### config.mk
export PLATFORM = sky130hd
export DESIGN_NAME = button_volume_and_press_classifier
export DESIGN_NICKNAME = d
export VERILOG_FILES = /design/src/rtl/core/bvpc_pkg.sv /design/src/rtl/core/button_volume_and_press_classifier.sv /design/src/rtl/core/bvpc_vol_button.sv /design/src/rtl/core/bvpc_action.sv
export SDC_FILE = /design/constraint.sdc
export NUM_CORES = 1
export LEC_CHECK = 0
export BUFFER_PORTS_ARGS = -buffer_cell sky130_fd_sc_hd__clkbuf_2
export CAP_MARGIN = 30
export CELL_PAD_IN_SITES_DETAIL_PLACEMENT = 1
export CELL_PAD_IN_SITES_GLOBAL_PLACEMENT = 2
export CORE_MARGIN = 4
export CORE_UTILIZATION = 41
export CTS_CLUSTER_SIZE = 40
export DETAILED_ROUTE_END_ITERATION = 8
export PLACE_DENSITY = 0.89
export SLEW_MARGIN = 20
export SYNTH_ARGS = -nofsm -noshare
export SYNTH_HDL_FRONTEND = slang
export SYNTH_SLANG_ARGS = --single-unit
### constraint.sdc
create_clock -name clk_i -period 7.9 [get_ports clk_i]
set_input_delay 0.395 -clock clk_i [delete_from_list [all_inputs] [get_ports clk_i]]
set_output_delay 0.395 -clock clk_i [all_outputs]
set_load 0.02 [all_outputs]
### src/rtl/core/bvpc_pkg.sv
package bvpc_pkg;

  localparam int VolW    = 7;
  localparam int CfgW    = 16;
  localparam int CfgIdxW = 3;

  typedef enum logic [CfgIdxW-1:0] {
    CfgStartVolume  = 3'd0,
    CfgMaxVolume    = 3'd1,
    CfgRepeatPeriod = 3'd2,
    CfgLongPress    = 3'd3,
    CfgDoubleWindow = 3'd4
  } cfg_idx_e;

  localparam logic [VolW-1:0] StartVolumeRst   = 7'd0;
  localparam logic [VolW-1:0] MaxVolumeRst     = 7'd21;
  localparam logic [CfgW-1:0] RepeatPeriodRst  = 16'd200;
  localparam logic [CfgW-1:0] LongPressRst     = 16'd1000;
  localparam logic [CfgW-1:0] DoubleWindowRst  = 16'd700;

  typedef struct packed {
    logic single_press;
    logic double_press;
    logic long_press;
  } evt_t;

endpackage

### src/rtl/core/button_volume_and_press_classifier.sv
// The result of an accepted tick is registered in the output register.
// Throughput: one tick per cycle; a tick is taken while the previous result
// waits, as long as the output register is free or being emptied.
// Reset (async, active low): registers to defaults, volume to 0, timers,
// button history and press flags cleared, output register empty.
module button_volume_and_press_classifier #(
  parameter int TIMER_BITS = 16
) (
  input  logic                         clk_i,
  input  logic                         rst_ni,
  input  logic                         cfg_we_i,
  input  logic [bvpc_pkg::CfgIdxW-1:0] cfg_idx_i,
  input  logic [bvpc_pkg::CfgW-1:0]    cfg_data_i,
  input  logic                         in_valid_i,
  output logic                         in_stall_o,
  input  logic                         up_pressed_i,
  input  logic                         down_pressed_i,
  input  logic                         action_pressed_i,
  output logic                         out_valid_o,
  input  logic                         out_stall_i,
  output logic [bvpc_pkg::VolW-1:0]    volume_level_o,
  output logic                         volume_written_o,
  output logic                         limit_hit_o,
  output logic                         single_press_o,
  output logic                         double_press_o,
  output logic                         long_press_o
);
  import bvpc_pkg::*;

  logic [VolW-1:0] max_volume_q;
  logic [CfgW-1:0] repeat_period_q, long_press_q, double_window_q;

  logic            accept;
  logic            out_valid_q;
  logic            up_step, down_step;
  logic [VolW-1:0] volume_q, volume_d, vol_up;
  logic            limit_d;
  evt_t            evt;

  // start_volume is not stored here: writes to it are ignored, and reset returns the volume to 0
  always_ff @(posedge clk_i or negedge rst_ni) begin
    if (!rst_ni) begin
      max_volume_q    <= MaxVolumeRst;
      repeat_period_q <= RepeatPeriodRst;
      long_press_q    <= LongPressRst;
      double_window_q <= DoubleWindowRst;
    end else if (cfg_we_i) begin
      unique case (cfg_idx_e'(cfg_idx_i))
        CfgMaxVolume:    max_volume_q    <= cfg_data_i[VolW-1:0];
        CfgRepeatPeriod: repeat_period_q <= cfg_data_i;
        CfgLongPress:    long_press_q    <= cfg_data_i;
        CfgDoubleWindow: double_window_q <= cfg_data_i;
        default: ;
      endcase
    end
  end

  assign in_stall_o = out_valid_q && out_stall_i;
  assign accept     = in_valid_i && !in_stall_o;

  bvpc_vol_button #(.TIMER_BITS(TIMER_BITS)) u_up (
    .clk_i           (clk_i),
    .rst_ni          (rst_ni),
    .accept_i        (accept),
    .level_i         (up_pressed_i),
    .repeat_period_i (repeat_period_q),
    .step_o          (up_step)
  );

  bvpc_vol_button #(.TIMER_BITS(TIMER_BITS)) u_down (
    .clk_i           (clk_i),
    .rst_ni          (rst_ni),
    .accept_i        (accept),
    .level_i         (down_pressed_i),
    .repeat_period_i (repeat_period_q),
    .step_o          (down_step)
  );

  bvpc_action #(.TIMER_BITS(TIMER_BITS)) u_action (
    .clk_i             (clk_i),
    .rst_ni            (rst_ni),
    .accept_i          (accept),
    .level_i           (action_pressed_i),
    .long_press_time_i (long_press_q),
    .double_window_i   (double_window_q),
    .evt_o             (evt)
  );

  // up first, then down
  always_comb begin
    limit_d = 1'b0;
    vol_up  = volume_q;
    if (up_step) begin
      if (({1'b0, volume_q} + 1'b1) > {1'b0, max_volume_q}) begin
        vol_up  = max_volume_q;
        limit_d = 1'b1;
      end else begin
        vol_up = volume_q + 1'b1;
      end
    end
    volume_d = vol_up;
    if (down_step) begin
      if (vol_up == '0) begin
        limit_d = 1'b1;
      end else begin
        volume_d = vol_up - 1'b1;
      end
    end
  end

  always_ff @(posedge clk_i or negedge rst_ni) begin
    if (!rst_ni) begin
      volume_q    <= StartVolumeRst;
      out_valid_q <= 1'b0;
    end else begin
      if (accept) begin
        volume_q    <= volume_d;
        out_valid_q <= 1'b1;
      end else if (!out_stall_i) begin
        out_valid_q <= 1'b0;
      end
    end
  end

  always_ff @(posedge clk_i) begin
    if (accept) begin
      volume_level_o   <= volume_d;
      volume_written_o <= up_step || down_step;
      limit_hit_o      <= limit_d;
      single_press_o   <= evt.single_press;
      double_press_o   <= evt.double_press;
      long_press_o     <= evt.long_press;
    end
  end

  assign out_valid_o = out_valid_q;

endmodule

### src/rtl/core/bvpc_vol_button.sv
module bvpc_vol_button #(
  parameter int TIMER_BITS = 16
) (
  input  logic                     clk_i,
  input  logic                     rst_ni,
  input  logic                     accept_i,
  input  logic                     level_i,
  input  logic [bvpc_pkg::CfgW-1:0] repeat_period_i,
  output logic                     step_o
);
  import bvpc_pkg::*;

  localparam int CmpW = (TIMER_BITS > CfgW) ? TIMER_BITS : CfgW;

  logic                  prev_q;
  logic [TIMER_BITS-1:0] timer_q, timer_d, timer_inc;

  assign timer_inc = (timer_q == '1) ? timer_q : timer_q + 1'b1;

  // step on a press edge, or on repeat while held past the period
  assign step_o = level_i &&
                  (!prev_q || (CmpW'(timer_inc) > CmpW'(repeat_period_i)));
  assign timer_d = step_o ? '0 : timer_inc;

  always_ff @(posedge clk_i or negedge rst_ni) begin
    if (!rst_ni) begin
      prev_q  <= 1'b0;
      timer_q <= '0;
    end else if (accept_i) begin
      prev_q  <= level_i;
      timer_q <= timer_d;
    end
  end

endmodule

### src/rtl/core/bvpc_action.sv
module bvpc_action #(
  parameter int TIMER_BITS = 16
) (
  input  logic                      clk_i,
  input  logic                      rst_ni,
  input  logic                      accept_i,
  input  logic                      level_i,
  input  logic [bvpc_pkg::CfgW-1:0] long_press_time_i,
  input  logic [bvpc_pkg::CfgW-1:0] double_window_i,
  output bvpc_pkg::evt_t            evt_o
);
  import bvpc_pkg::*;

  localparam int CmpW = (TIMER_BITS > CfgW) ? TIMER_BITS : CfgW;

  logic                  prev_q;
  logic [TIMER_BITS-1:0] timer_q, timer_d, timer_inc;
  logic                  wait_long_q, wait_long_d;
  logic                  wait_second_q, wait_second_d;
  logic                  fired_q, fired_d;
  logic [CmpW-1:0]       t_ext, lpt_ext, dw_ext;

  assign timer_inc = (timer_q == '1) ? timer_q : timer_q + 1'b1;
  assign t_ext     = CmpW'(timer_inc);
  assign lpt_ext   = CmpW'(long_press_time_i);
  assign dw_ext    = CmpW'(double_window_i);

  always_comb begin
    timer_d       = timer_inc;
    wait_long_d   = wait_long_q;
    wait_second_d = wait_second_q;
    fired_d       = fired_q;
    evt_o         = '0;
    if (level_i != prev_q) begin
      if (level_i && !wait_second_q) begin
        timer_d     = '0;
        wait_long_d = 1'b1;
      end
      if (level_i && wait_second_q && (dw_ext > t_ext)) begin
        wait_second_d      = 1'b0;
        wait_long_d        = 1'b0;
        fired_d            = 1'b1;
        evt_o.double_press = 1'b1;
      end
      if (!level_i) begin
        if (!fired_q) begin
          wait_second_d = 1'b1;
          wait_long_d   = 1'b0;
        end
        fired_d = 1'b0;
      end
    end else begin
      if (level_i && wait_long_q && (t_ext >= lpt_ext)) begin
        wait_second_d    = 1'b0;
        wait_long_d      = 1'b0;
        fired_d          = 1'b1;
        evt_o.long_press = 1'b1;
      end
      if (!level_i && wait_second_q && (dw_ext < t_ext)) begin
        wait_second_d      = 1'b0;
        wait_long_d        = 1'b0;
        evt_o.single_press = 1'b1;
      end
    end
  end

  always_ff @(posedge clk_i or negedge rst_ni) begin
    if (!rst_ni) begin
      prev_q        <= 1'b0;
      timer_q       <= '0;
      wait_long_q   <= 1'b0;
      wait_second_q <= 1'b0;
      fired_q       <= 1'b0;
    end else if (accept_i) begin
      prev_q        <= level_i;
      timer_q       <= timer_d;
      wait_long_q   <= wait_long_d;
      wait_second_q <= wait_second_d;
      fired_q       <= fired_d;
    end
  end

endmodule

Word level (Yosys, flattened, before mapping)
Cells that the tools add are included.
- register bits: 129
- word-level logic and storage cells: 106
- add/sub/neg operators: 6
- $lt $le $gt $ge: 6
- eq/ne operators: 10
- muxes and demuxes: 35
- reductions and logical operators: 28
- operators by type and width (operator ; count):
    $mux W16 ; 7
    $add A16 B1 Y16 const B ; 3
    $eq A16 B16 Y1 const B ; 3
    $gt A16 B16 Y1 ; 3
    $mux W7 ; 4
    $mux W1 ; 24
    $ge A16 B16 Y1 ; 1
    $lt A16 B16 Y1 ; 1
    $logic_and A1 B1 Y1 ; 11
    $reduce_and A2 Y1 ; 5
    $add A7 B1 Y8 const B ; 1
    $gt A8 B7 Y1 ; 1
    $add A7 B1 Y7 const B ; 1
    $logic_not A7 Y1 ; 1
    $sub A7 B1 Y7 const B ; 1
    $eq A3 B2 Y1 const B ; 2
    $logic_not A1 Y1 ; 5
    $eq A3 B1 Y1 const B ; 1
    $eq A3 B3 Y1 const B ; 1
    $logic_or A1 B1 Y1 ; 3
    $ne A3 B3 Y1 const B ; 1
    $reduce_and A3 Y1 ; 1
    $reduce_bool A3 Y1 ; 1
    $ne A2 B1 Y1 const B ; 1
    other kinds (2) ; 2

Logic depth before layout (Yosys ltp)
Gate-level depths: netlist (run 1).
- word-level depth: 9
- depth in mapped cells: 22
- depth with buffers taken out: 18

Cells and area by module
A second synthesis (run 1) with hierarchy kept.
- cells, all modules: 906
- area total of the unflattened synthesis: 8826.0 sq um
- modules (own cells, without submodules) (module ; times used ; cells each ; area each (sq um) ; sequential area each (sq um)):
    button_volume_and_press_classifier ; 1 ; 269 ; 3479.6 ; 1959.4
    bvpc_vol_button ; 2 ; 184 ; 1587.8 ; 425.4
    bvpc_action ; 1 ; 269 ; 2170.8 ; 500.5

Least setup slack after synthesis (run 1)
No wires, ideal clock.
- path type: register to register
- from: reg u_up.timer_q[3]
- to: reg volume_q[6]
- library setup time: 0.095 ns
- arrival time: 4.579 ns
- data required time: 7.805 ns
- slack: 3.226 ns
- cell stages (with the launch flop): 23
- period minus slack after synthesis: 4.674 ns
- path through: dfrtp_1 > buf_2 > and4_1 > nand3_1 > nor3_1 > nand3_1 > nand4_1 > nor3_1 > xor2_1 > ha_1 > nand4_1 > or4_4 > a21o_1 > a31oi_4 > buf_6 > nor2_1 > a21o_1 > buf_6 > ha_1 > and3_1 > clkbuf_2 > nand2b_2 > o32ai_2
- word-level cells in the longest chain between the ends: 9
- elaborated cells on any way between the ends: 11
- those cells by class: add/sub: 2; order compare: 1; eq/ne: 1; mux: 4; reduce/logical: 3
- ends and longest elaborated chain (item ; line ; text):
    start: declaration ; bvpc_vol_button.sv:16 ; logic [TIMER_BITS-1:0] timer_q, timer_d, timer_inc;
    start signal: assignment ; bvpc_vol_button.sv:31 ; timer_q <= timer_d;
    $add A16 B1 Y16 / $eq A16 B16 Y1 (equally long branches) ; bvpc_vol_button.sv:18 ; assign timer_inc = (timer_q == '1) ? timer_q : timer_q + 1'b1;
    $mux W16 (*) ; bvpc_vol_button.sv:18 ;
    $gt A16 B16 Y1 (*) ; bvpc_vol_button.sv:22 ; (!prev_q || (CmpW'(timer_inc) > CmpW'(repeat_period_i)));
    $logic_or A1 B1 Y1 (*) ; bvpc_vol_button.sv:22 ;
    $logic_and A1 B1 Y1 (*) ; bvpc_vol_button.sv:21 ; assign step_o = level_i &&
    $mux W7 (*) ; button_volume_and_press_classifier.sv:93 ; if (up_step) begin
    $sub A7 B1 Y7 / $logic_not A7 Y1 (equally long branches) ; button_volume_and_press_classifier.sv:106, button_volume_and_press_classifier.sv:103 ;
    $mux W7 ; button_volume_and_press_classifier.sv:103 ; if (vol_up == '0) begin
    $mux W7 (*) ; button_volume_and_press_classifier.sv:102 ; if (down_step) begin
    end signal: assignment ; button_volume_and_press_classifier.sv:113 ; volume_q <= StartVolumeRst;
    end signal: assignment ; button_volume_and_press_classifier.sv:117 ; volume_q <= volume_d;
    end: declaration ; button_volume_and_press_classifier.sv:36 ; logic [VolW-1:0] volume_q, volume_d, vol_up;
Mark *: on every way between the ends. The rest lies on a longest branch, timed or not.
A chain may end at the register's enable or synchronous reset.

Worst setup path in the final report (run 1)
Same ends and word-level chain as after synthesis.

==> summary by stage, run 1 <==
Yosys
The Yosys step of the flow raised 0 warnings. The net count of the mapped netlist is ~1000. The most used flip-flop cell after synthesis is sky130_fd_sc_hd__dfrtp_1. The area share of and/or/nand/nor cells after synthesis is 16.0%.

The proportion of synthesized chip area in sequential cells is 39.7%. After synthesis, the share of cell area in mux cells is 6.46%. The per-instance average area after synthesis is 9.22 um2. The area fraction in compound gates after synthesis is 17.1%. The largest family of logic cells by synthesized area is compound AO/OA/AOI/OAI gates. Counting flops with a built-in enable in the synthesized netlist gives 12. After synthesis the netlist holds a flip-flop and latch count of 129. The cell count after synthesis came out at roughly 910. The number of distinct standard cells referenced by the synthesized netlist is 66. Of the total synthesized cell area, the portion taken by XOR and XNOR cells is 4.30%.

The async set-reset flop share out of synthesis is 90.7%. The synthesized netlist occupies a cell area of approximately 8300 um2. The synthesized netlist devotes 11.5% of its cell area to adder and majority cells.

Setup path
The worst register-to-register path has a setup slack of between 1.5 and 2 ns. The critical path data required time is 8.23 ns. The beginning of the critical path is u_up.timer_q[3]$_DFFE_PN0P_. The cell type of the slowest stage on the worst timing path is sky130_fd_sc_hd__a31oi_4. The terminus of the critical flop-to-flop path is volume_q[6]$_DFFE_PN0P_. The signal on the critical path passes through and4_1, nand3_1, nor3_1, nand3_1, nand4_1, nor2_1, xor2_1, ha_1, nand4_1, or4_4, a21o_1, a31oi_4, inv_2, a2bb2oi_4, ha_1, and3_1, nand2b_2, o32ai_2.

In this design, the stage delay of the slowest critical-path cell is 0.78 ns. The sum of buffers and inverters on the critical path is 1. The data arrival time of the worst path is 6.27 ns.

The worst reg2reg path startpoint is u_up.timer_q[3]$_DFFE_PN0P_. The worst register-to-register path has a depth of 18. The kind of cell adding the most delay to the critical path is simple AND/OR/NAND/NOR gates. STA classifies the critical path startpoint as a flip-flop. The type of destination of the critical path is a flip-flop. In this run the worst path has a maximum fanout of 31. The type of the worst setup path is flip-flop to flip-flop.

Clocking
The root buffer selected by CTS is sky130_fd_sc_hd__clkbuf_16. After clock tree synthesis, the clock-pin slew on the worst setup and hold paths is about 0.06 ns. The H-tree was split into 4 levels. The number of clock buffers inserted by TritonCTS is 17. The post-CTS resize count is 0. In this run, post-CTS hold repair placed 0 buffers. The number of sinks handled by clock tree synthesis is 129. The CTS tree is built.

The largest buffer count on any clock path is 2. The clock latency on the worst-skew pair is 0.42 ns. The buffers inserted during post-CTS setup optimization is 0.

Finish
The net count of the finished layout is 1043. Of the cells placed in the final design, the portion with a size suffix greater than 1 is 16.1%. The number of antenna diodes in the final layout is 0. The sequential cell area is 3310 um2.

The multi-input combinational cells in the finished layout cover a total of 4660 um2. The filler cells instantiated in the layout total 2296. The post-synthesis to final-layout area growth is 13.4%.

Global routing
The global-route congestion overflow total is 0. The first global-routing pass estimated approximately 37000 um of wire. Entering global routing, the biggest net connects 65 pins. The overall routing resource usage is about 20%. The initial antenna violation count is 0. The via count of the first global-routing pass is about 7000.

Route
In the final routed layout, each cell accounts on average for 18.4 um. The number of DRC violations after detailed routing is 0. The number of design-rule violations left by the first detailed-router iteration is 250. For this block, the via count after detailed routing is 6783. The remaining antenna violation count is 0.

The routed design has about 22000 um of wire. For this run, the detailed router's first-pass iteration total came to 6. The mean number of vias per cell is 5.57.

Timing
The count of final setup violators is 0. For the final routed database, the setup TNS stands at 0 ns. The count of final max-slew check failures was 0. The slew of the pin with the lowest slew margin is between 0.9 and 1 ns. The final hold slack is between 0.02 and 0.025 ns. Setup repair after global routing left no endpoint under its margin. Of the available clock period, the critical path in the final layout requires ~75%. In this run the tightest slew margin relative to its limit is 35.5%.

The worst clock skew is 0.0114 ns. Derived from the worst setup path, the maximum achievable clock frequency is around 170 MHz. The time the final worst path needs with I/O delays and setup is between 5 and 6 ns. The number of endpoints with negative hold slack in the final report came to 0.

Die
From left edge to right edge, the die measures 151 um. The initial core utilization is 42.3%. The core region is 19700 um2. For this design the top-level I/O count stands at 41. The full die area is 22700 um2.

The row count is 51. The vertical die dimension is about 150 um.

Placement
The congestion estimate from routability-driven global placement came to ~0.8. Port buffering added 40 buffers. The detailed placer's ending HPWL is 16300 um.

Power
The maximum ir drop on the vdd rail is around 140 uV. In this run the static leakage power is 4.43 nW. The cell area power density is 300 nW/um2.

Flow run
Across the run, the number of max-cap violations was 0.

Run status
The flow ran to the end, and the final reports show no timing, DRC or antenna violations.

Min path
The worst min-delay path class is primary input to async pin.
worst max path at each step:
stage / to / cells after the start / slack [ns]
finish: volume_q[6]$_DFFE_PN0P_ / 18 / 1.97
global route: volume_q[3]$_DFFE_PN0P_ / 18 / 1.51
CTS: volume_q[3]$_DFFE_PN0P_ / 18 / 2.01
detailed placement: volume_q[3]$_DFFE_PN0P_ / 18 / 2.00
global placement: volume_q[6]$_DFFE_PN0P_ / 18 / 2.24
floorplan: volume_q[6]$_DFFE_PN0P_ / 22 / 3.23
state kept, by name, indices dropped and copies added, names as in the netlist, 7 cells and up:
name and count:
u_down.timer_q 16, volume_q 7, repeat_period_q 16, double_window_q 16
u_up.timer_q 16, volume_level_o 7, long_press_q 16, u_action.timer_q 16
max_volume_q 7
cell families after synthesis:
group | Yosys count
simple gates | 284
compound gates | 223
flops | 129
buf+inv | 102
fa+ha+maj | 77
mux | 49
xor+xnor | 41
synthesized netlist by cell type (4+ instances only):
master | number | area share [%]
sky130_fd_sc_hd__nand4_1 | 24 | 1.8
sky130_fd_sc_hd__a21oi_1 | 52 | 3.1
sky130_fd_sc_hd__a31oi_1 | 9 | 0.67
sky130_fd_sc_hd__dfrtp_1 | 99 | 30
sky130_fd_sc_hd__a22o_1 | 9 | 0.95
sky130_fd_sc_hd__and4_1 | 5 | 0.52
sky130_fd_sc_hd__a21o_1 | 15 | 1.3
sky130_fd_sc_hd__a211oi_1 | 5 | 0.45
sky130_fd_sc_hd__nor3_1 | 11 | 0.66
sky130_fd_sc_hd__nand3_1 | 27 | 1.6
sky130_fd_sc_hd__o31ai_1 | 7 | 0.63
sky130_fd_sc_hd__buf_2 | 4 | 0.24
sky130_fd_sc_hd__xor2_1 | 21 | 2.2
sky130_fd_sc_hd__dfstp_2 | 18 | 5.7
sky130_fd_sc_hd__and3_1 | 15 | 1.1
sky130_fd_sc_hd__o21ai_0 | 85 | 5.1
sky130_fd_sc_hd__clkbuf_1 | 25 | 1.1
sky130_fd_sc_hd__inv_1 | 67 | 3.0
sky130_fd_sc_hd__mux2_2 | 39 | 5.3
sky130_fd_sc_hd__o21a_1 | 7 | 0.63
sky130_fd_sc_hd__edfxtp_1 | 12 | 4.3
sky130_fd_sc_hd__nand2_1 | 120 | 5.4
sky130_fd_sc_hd__nor2b_1 | 6 | 0.45
sky130_fd_sc_hd__nand2b_1 | 7 | 0.52
sky130_fd_sc_hd__xnor2_1 | 20 | 2.1
sky130_fd_sc_hd__ha_1 | 77 | 12
sky130_fd_sc_hd__mux2i_1 | 10 | 1.2
sky130_fd_sc_hd__nor2_1 | 52 | 2.3
where the power goes:
part | internal (mW) | switching (mW) | total [mW] | leakage, nW
Sequential | 0.832 | 0.131 | 0.963 | 1.57
Combinational | 0.413 | 0.595 | 1.01 | 2.55
Clock | 0.566 | 0.298 | 0.864 | 0.308
area by class of cell:
type	count	share of cell area (%)
multi-input cells	674	49.2
flip-flops and latches	129	35.0
clock buffers	21	4.76
well taps	265	3.50
repair buffers	49	2.90
inverters	68	2.70
clock inverters	11	1.96
worst register-to-register path, stage by stage, from the launching register on:
cell and delay [ns]:
sky130_fd_sc_hd__dfrtp_1 0.48, sky130_fd_sc_hd__and4_1 0.28, sky130_fd_sc_hd__nand3_1 0.09, sky130_fd_sc_hd__nor3_1 0.58
sky130_fd_sc_hd__nand3_1 0.38, sky130_fd_sc_hd__nand4_1 0.32, sky130_fd_sc_hd__nor2_1 0.12, sky130_fd_sc_hd__xor2_1 0.17
sky130_fd_sc_hd__ha_1 0.32, sky130_fd_sc_hd__nand4_1 0.11, sky130_fd_sc_hd__or4_4 0.52, sky130_fd_sc_hd__a21o_1 0.20
sky130_fd_sc_hd__a31oi_4 0.78, sky130_fd_sc_hd__inv_2 0.29, sky130_fd_sc_hd__a2bb2oi_4 0.28, sky130_fd_sc_hd__ha_1 0.23
sky130_fd_sc_hd__and3_1 0.23, sky130_fd_sc_hd__nand2b_2 0.26, sky130_fd_sc_hd__o32ai_2 0.23
stage by stage:
step                utilization, %  cell area (um2)  setup WS, ns  std cells  power, mW
global placement              44.7             8810          2.24       1183       1.94
global route                  48.0             9460          1.51       1217       3.04
CTS                           48.0             9460          2.01       1217       2.87
detailed placement            44.8             8830          2.00       1185       1.98
floorplan                        -             8340          3.23        905       1.69
finish                        48.0             9460          1.97       1217       2.84
routing by layer:
metal	global-route usage (%)	share of wire, %	vias to the layer above
met5	0	0	-
met4	5.35	1.4	0
met3	3.49	3.1	24
met2	33.6	48	78
met1	27.9	48	3390
li1	-	-	3291
cell usage in the layout, fill, tap and decap left out, types with 10 or more instances in the layout:
cell	count
sky130_fd_sc_hd__nand2_1	119
sky130_fd_sc_hd__dfrtp_1	99
sky130_fd_sc_hd__o21ai_0	85
sky130_fd_sc_hd__ha_1	77
sky130_fd_sc_hd__inv_1	67
sky130_fd_sc_hd__nor2_1	52
sky130_fd_sc_hd__a21oi_1	52
sky130_fd_sc_hd__mux2_2	39
sky130_fd_sc_hd__clkbuf_2	39
sky130_fd_sc_hd__nand3_1	27
sky130_fd_sc_hd__nand4_1	24
sky130_fd_sc_hd__xor2_1	21
sky130_fd_sc_hd__xnor2_1	20
sky130_fd_sc_hd__dfstp_2	18
sky130_fd_sc_hd__clkbuf_16	17
sky130_fd_sc_hd__and3_1	15
sky130_fd_sc_hd__a21o_1	15
sky130_fd_sc_hd__edfxtp_1	12
sky130_fd_sc_hd__nor3_1	10
sky130_fd_sc_hd__mux2i_1	10
Power figures use the tool's default switching activity.
==> run 2, diff against run 1 <==
- CORE_UTILIZATION: 41 -> 40
- PLACE_DENSITY: 0.89 -> 0.87
- clock period: 7.9 -> 5.95 ns (I/O delays scaled with it)
==> run 2 against run 1 <==
Against the previous run:
- total power grew 30%
- critical endpoint is now volume_q[0]$_DFFE_PN0P_
- wire length shrank 2.7%
- clock power grew 26%
- largest cell class unchanged
- count of clock-buffer cells in the layout shrank 2
- maximum frequency grew 10%
==> summary by stage, run 2 (same netlist as run 1, synthesis figures left out) <==
Run status
The run finished with clean final reports.

Route
The number of DRC violations after detailed routing is 0 (unchanged). The mean number of vias per cell is 5.47 (-1.9%). The number of design-rule violations left by the first detailed-router iteration is 386 (+54%). The number of optimization iterations in the first detailed-route pass is 4 (-2).

The remaining antenna violation count is 0 (unchanged). The wire length after detailed routing is 21800 um (-2.7%). The wire length per cell after detailed routing is 17.8 um (-3.4%). The total via count in the routed design was 6698 (-1.3%).

Finish
The share of post-route cells with drive strength above 1 is 16.8% (+0.68 points). The number of nets in the layout is 1046 (+0.29%). The post-route standard cell area excluding fillers is 9490 um2 (+0.24%). From synthesis to final layout, the design area changed by 13.7%.

In the layout the commonest cells are sky130_fd_sc_hd__nand2_1 (119), sky130_fd_sc_hd__dfrtp_1 (99), sky130_fd_sc_hd__o21ai_0 (85). The filler-free cell count of the finished design is 1225 (+0.66%). The most common cell after layout, fill and taps aside is sky130_fd_sc_hd__nand2_1. The number of antenna cells inserted was 0 (unchanged). The final core area utilization came to 46.6% (-1.4 points).

Setup path
The worst reg2reg path startpoint is u_up.timer_q[3]$_DFFE_PN0P_. The top fanout value on the critical path is 21 (-32%). The data arrival time of the worst path is 5.70 ns (-0.57 ns). STA classifies the critical path endpoint as a flip-flop.

The worst setup path is of the flip-flop to flip-flop kind. The critical path launch point type is a flip-flop. The critical path data required time is 6.26 ns (-1.97 ns). The reg2reg setup slack is 0.56 ns (-1.40 ns). The most critical setup path has its startpoint at u_up.timer_q[3]$_DFFE_PN0P_. The endpoint identified for the worst register-to-register timing path is volume_q[0]$_DFFE_PN0P_.

The depth of the worst register-to-register path is 18 (unchanged).

Timing
The count of final max-slew check failures is 0 (unchanged). The number of endpoints with negative hold slack in the final report came to 0 (unchanged). Setup repair after global routing left no endpoint under its margin. The time the final worst path needs with I/O delays and setup came to 5.39 ns (-0.545 ns).

The worst slew margin relative to its limit is 47.5% (+12 points). The final sum of negative setup slack was 0 ns (unchanged). The share of the clock period used by the worst path is 90.6% (+15 points). The peak clock frequency supported by timing is 186 MHz (+10%).

The count of final setup violators is 0 (unchanged). The worst clock skew came to 0.00998 ns (-0.00143 ns). The slew of the pin with the lowest slew margin is 0.785 ns (-0.183 ns).

Global routing
The overall routing resource usage was 19.5% (-0.94 points). The pin count of the biggest net entering global routing is 49 (-25%). The initial antenna violation count is 0 (unchanged). The via count of the first global-routing pass is 7136 (+2.3%). The global-route congestion overflow total was 0 (unchanged).

The global-route wire length before repair is 37100 um (+1.2%).

Placement
The routability congestion estimate from global placement is 0.801 (+0.43%). The port buffer count is 40 (unchanged). The detailed placer's ending HPWL is 16300 um (-0.18%).

The placement-stage cell area was 8860 um2 (+0.35%). The cell total after placement was 1192 (+0.59%).

Clocking
The clock edge transition at the registers on the reported setup and hold paths was 0.06 ns (about the same). The number of sinks handled by clock tree synthesis came to 129 (unchanged). The root buffer selected by CTS is sky130_fd_sc_hd__clkbuf_16. The CTS tree is built. The buffers inserted during post-CTS setup optimization was 0 (unchanged). The clock latency on the worst-skew pair came to 0.42 ns (about the same).

The largest buffer count on any clock path was 2 (unchanged). The number of H-tree levels is 4 (unchanged). The number of clock buffers inserted by TritonCTS is 17 (unchanged).

Die
The number of I/O pins is 41 (unchanged). The width of the die came to 152 um (+1.2%). The full die area is 23200 um2 (+2.4%).

The initial core utilization was 41.0% (-1.3 points). The row count is 52 (+2.0%). The vertical die dimension is 152 um (+1.2%). The area inside the core boundary was 20400 um2 (+3.3%).

Power
The maximum ir drop on the vdd rail came to 172 uV (+26%). The static leakage is 4.43 nW (about the same). The cell area power density was 390 nW/um2 (+30%).

Min path
The depth of the worst hold-timing path is 2. The tightest min-delay check is of the primary input to flip-flop type. The hold-critical path endpoint is out_valid_o$_DFFE_PN0P_. In this run the most critical hold path is launched from in_valid_i.

Flow run
The number of violations of the max-capacitance limit is 0 (unchanged).
[run 2: changes by cell type in the layout (fill, tap and decap cells not counted), moves of 2 or more]
cell,change
sky130_fd_sc_hd__bufinv_16,-3
sky130_fd_sc_hd__clkbuf_1,-3
sky130_fd_sc_hd__clkinvlp_4,+2
sky130_fd_sc_hd__inv_6,+3
[run 2: critical path, stage by stage (launching register included)]
cell and delay, ns:
sky130_fd_sc_hd__dfrtp_1 0.47, sky130_fd_sc_hd__and4_1 0.28, sky130_fd_sc_hd__nand3_1 0.11, sky130_fd_sc_hd__nor3_2 0.40, sky130_fd_sc_hd__nand3_1 0.32, sky130_fd_sc_hd__nand4_1 0.30
sky130_fd_sc_hd__nor3_1 0.12, sky130_fd_sc_hd__xor2_1 0.16, sky130_fd_sc_hd__ha_1 0.34, sky130_fd_sc_hd__nand4_1 0.10, sky130_fd_sc_hd__or4_4 0.51, sky130_fd_sc_hd__a21o_1 0.19
sky130_fd_sc_hd__a31oi_4 0.57, sky130_fd_sc_hd__inv_2 0.25, sky130_fd_sc_hd__a2bb2oi_4 0.26, sky130_fd_sc_hd__ha_1 0.22, sky130_fd_sc_hd__a31o_2 0.22, sky130_fd_sc_hd__xor2_1 0.16
sky130_fd_sc_hd__mux2_2 0.27
[run 2: worst max path at each step]
| stage | slack [ns] | cells past startpoint | to |
|---|---|---|---|
| after floorplan | 1.28 | 22 | volume_q[6]$_DFFE_PN0P_ |
| after global placement | 0.48 | 18 | volume_q[6]$_DFFE_PN0P_ |
| after detailed placement | 0.35 | 18 | volume_q[0]$_DFFE_PN0P_ |
| after CTS | 0.33 | 18 | volume_q[0]$_DFFE_PN0P_ |
| after global routing | 0.11 | 18 | volume_q[3]$_DFFE_PN0P_ |
| final | 0.56 | 18 | volume_q[0]$_DFFE_PN0P_ |
[run 2: power breakdown]
| group | switching [mW] | internal [mW] | leakage (nW) |
|---|---|---|---|
| clock network | 0.434 | 0.660 | 0.293 |
| logic | 0.779 | 0.548 | 2.57 |
| registers | 0.174 | 1.10 | 1.57 |
| total | 1.39 | 2.31 | 4.43 |
[run 2: layout make-up]
class	instances	area [um2]
Inverter	68	255
Clock buffer	19	464
Sequential cell	129	3310
Clock inverter	13	148
Multi-Input combinational cell	674	4660
Fill cell	2359	10900
Timing Repair Buffer	52	309
Tap cell	270	338
[run 2: layer usage]
layer / share of wire (%) / track usage [%] / vias to the layer above
li1: - / - / 3299
met1: 48 / 26.6 / 3324
met2: 48 / 32.6 / 60
met3: 2.4 / 3.38 / 15
met4: 1.1 / 4.29 / 0
met5: 0 / 0 / -
[run 2: timing repair]
action	CTS	global route
gates resized for setup	0	1
endpoints found under the hold margin	30	0
hold buffers	1	0
endpoints found under the setup margin	0	12
[run 2: through the flow]
step	setup slack, ns	total power [mW]	hold slack, ns
2_1_floorplan	1.28	2.25	0.00191
3_3_place_gp	0.483	2.58	0.481
3_5_place_dp	0.347	2.62	0.333
4_1_cts	0.334	3.73	0.0863
5_1_grt	0.106	3.99	0.107
6_report	0.561	3.70	0.100
==> run 3, diff against run 2 <==
- CORE_ASPECT_RATIO: not set -> 1.4
==> run 3 against run 2 <==
Against the previous run:
- register-to-register slack better by 0.02 ns
- hold slack worse by 0.015 ns
- clock power hardly changed
- non-clock buffer count stayed put
- maximum frequency is 0.34% higher
- sequential cell count stayed put
- largest cell class unchanged
- clock skew is 0.0011 ns lower
==> summary by stage, run 3 (same netlist as run 1, synthesis figures left out) <==
Setup path
The top fanout value on the critical path is 21 (unchanged). The data arrival time of the worst path came to 5.71 ns (about the same). The critical path data required time is 6.28 ns (+0.02 ns). Walking the worst path, the cells encountered are and4_1, nand3_1, nor3_2, nand3_1, nand4_1, nor3_1, xor2_1, ha_1, nand4_1, or4_4, a21o_1, a31oi_4, inv_2, a2bb2oi_4, ha_1, and3_1, nand2b_2, o32ai_2. Broken down by cell family, the worst path's largest delay share belongs to simple AND/OR/NAND/NOR gates. The type of the worst setup path is flip-flop to flip-flop. The cell type of the slowest stage on the worst timing path is sky130_fd_sc_hd__a31oi_4. The critical path launch point type is a flip-flop.

The sum of buffers and inverters on the critical path was 1 (unchanged). The reg2reg setup slack is 0.58 ns (+0.02 ns). The longest individual stage delay on the worst path was 0.56 ns (about the same). STA classifies the critical path endpoint as a flip-flop.

Clocking
The cell sitting at the root of the clock tree is a sky130_fd_sc_hd__clkbuf_16. The CTS tree is built. The number of clock buffers inserted by TritonCTS is 17 (unchanged). The clock latency on the worst-skew pair is 0.43 ns (about the same). The number of H-tree levels is 4 (unchanged). The number of sinks handled by clock tree synthesis is 129 (unchanged). The clock edge transition at the registers on the reported setup and hold paths is 0.06 ns (about the same). The largest buffer count on any clock path came to 2 (unchanged).

Placement
The cell total after placement is 1178 (-1.2%). The port buffer count came to 40 (unchanged). The routability congestion estimate from global placement is 0.815 (+1.8%). The detailed placer's ending HPWL is 16900 um (+3.5%).

Timing
The slew of the pin with the lowest slew margin is 0.799 ns (+0.0138 ns). The worst clock skew is 0.00888 ns (-0.00110 ns). The final hold slack is 0.0853 ns (-0.0150 ns).

The number of endpoints with negative hold slack in the final report came to 0 (unchanged). Setup repair after global routing left no endpoint under its margin. The worst slew margin relative to its limit was 46.7% (-0.78 points). The time the final worst path needs with I/O delays and setup came to 5.37 ns (-0.0184 ns). The count of final setup violators was 0 (unchanged).

The final sum of negative setup slack is 0 ns (unchanged). The share of the clock period used by the worst path is 90.3% (-0.31 points). The peak clock frequency supported by timing was 186 MHz (+0.34%).

The count of final max-slew check failures is 0 (unchanged).

Die
The area inside the core boundary is 20600 um2 (+0.95%). The row count is 62 (+19%). The vertical die dimension is 179 um (+17%). The initial core utilization is 40.6% (-0.38 points). The full die area is 23300 um2 (+0.14%). The width of the die is 130 um (-15%).

The number of I/O pins is 41 (unchanged).

Finish
The most common cell after layout, fill and taps aside is sky130_fd_sc_hd__nand2_1. The filler-free cell count of the finished design is 1211 (-1.1%). The number of nets in the layout is 1046 (unchanged). The count of filler cells inserted in the layout is 2397 (+1.6%). The share of post-route cells with drive strength above 1 came to 16.5% (-0.21 points). The multi-input combinational cell area is 4660 um2 (about the same).

Leaving out fill and tap cells, the most frequent cells in the layout are sky130_fd_sc_hd__nand2_1 (120), sky130_fd_sc_hd__dfrtp_1 (99), sky130_fd_sc_hd__o21ai_0 (85). The number of antenna cells inserted came to 0 (unchanged). The post-synthesis to final-layout area growth is 13.6%.

The sequential cell area is 3310 um2 (unchanged).

Run status
The flow ran to the end, and the final reports show no timing, DRC or antenna violations.

Route
The mean number of vias per cell is 5.60 (+2.3%). The number of DRC violations after detailed routing is 0 (unchanged). The wire length after detailed routing came to 22600 um (+3.7%). The number of design-rule violations left by the first detailed-router iteration came to 287 (-26%). The wire length per cell after detailed routing is 18.7 um (+4.9%). The total via count in the routed design is 6777 (+1.2%). The number of optimization iterations in the first detailed-route pass is 4 (unchanged). The remaining antenna violation count is 0 (unchanged).

Flow run
The number of violations of the max-capacitance limit was 0 (unchanged).

Global routing
The overall routing resource usage is 20.7% (+1.3 points). The via count of the first global-routing pass was 7320 (+2.6%). The global-route wire length before repair is 37700 um (+1.4%). The initial antenna violation count is 0 (unchanged). The global-route congestion overflow total is 0 (unchanged).

The pin count of the biggest net entering global routing is 44 (-10%).

Power
The static leakage is 4.44 nW (+0.24%). The cell area power density is 394 nW/um2 (+1.0%). The total power is 3.73 mW (+0.92%). The maximum ir drop on the vdd rail is 208 uV (+21%).

Min path
The worst min-delay path class is primary input to flip-flop.
-- run 3: power breakdown --
part           internal, mW  switching, mW
registers              1.10          0.175
logic                 0.553          0.796
clock network         0.675          0.430
-- run 3: what timing repair did --
action | in CTS | in global routing
resized for setup | 0 | 1
hold buffers | 1 | 0
hold endpoints to repair | 37 | 0
setup buffers | 0 | 0
endpoints found under the setup margin | 0 | 8
-- run 3: stage by stage --
step,cell area [um2],util (%),setup slack [ns]
after detailed placement,8840,43.0,0.335
after CTS,9470,46.1,0.314
after global routing,9480,46.1,0.113
final,9480,46.1,0.579
after global placement,8800,42.8,0.486
after floorplan,8340,-,1.28
-- run 3: final timing paths --
| path | startpoint | to | depth (start not counted) |
|---|---|---|---|
| min | in_valid_i | out_valid_o$_DFFE_PN0P_ | 2 |
| max in group asynchronous | rst_ni | repeat_period_q[6]$_DFFE_PN1P_ | 4 |
| max reg2reg | u_up.timer_q[3]$_DFFE_PN0P_ | volume_q[6]$_DFFE_PN0P_ | 18 |
| max | u_up.timer_q[3]$_DFFE_PN0P_ | volume_q[6]$_DFFE_PN0P_ | 18 |
| min in group asynchronous | rst_ni | long_press_q[12]$_DFFE_PN0P_ | 2 |
| min reg2reg | u_action.prev_q$_DFFE_PN0P_ | u_action.prev_q$_DFFE_PN0P_ | 2 |
-- run 3: cell type report --
cell class,instances,share of cell area (%)
Multi-Input combinational cell,674,49.2
Clock inverter,12,1.51
Clock buffer,20,5.06
Tap cell,256,3.38
Inverter,68,2.69
Timing Repair Buffer,52,3.26
Sequential cell,129,34.9
-- run 3: per-layer routing --
metal / GRT usage (%) / part of all wire, %
met4: 5.98 / 1.4
met1: 24.6 / 43
met5: 0 / 0
met3: 3.40 / 2.0
met2: 38.0 / 54
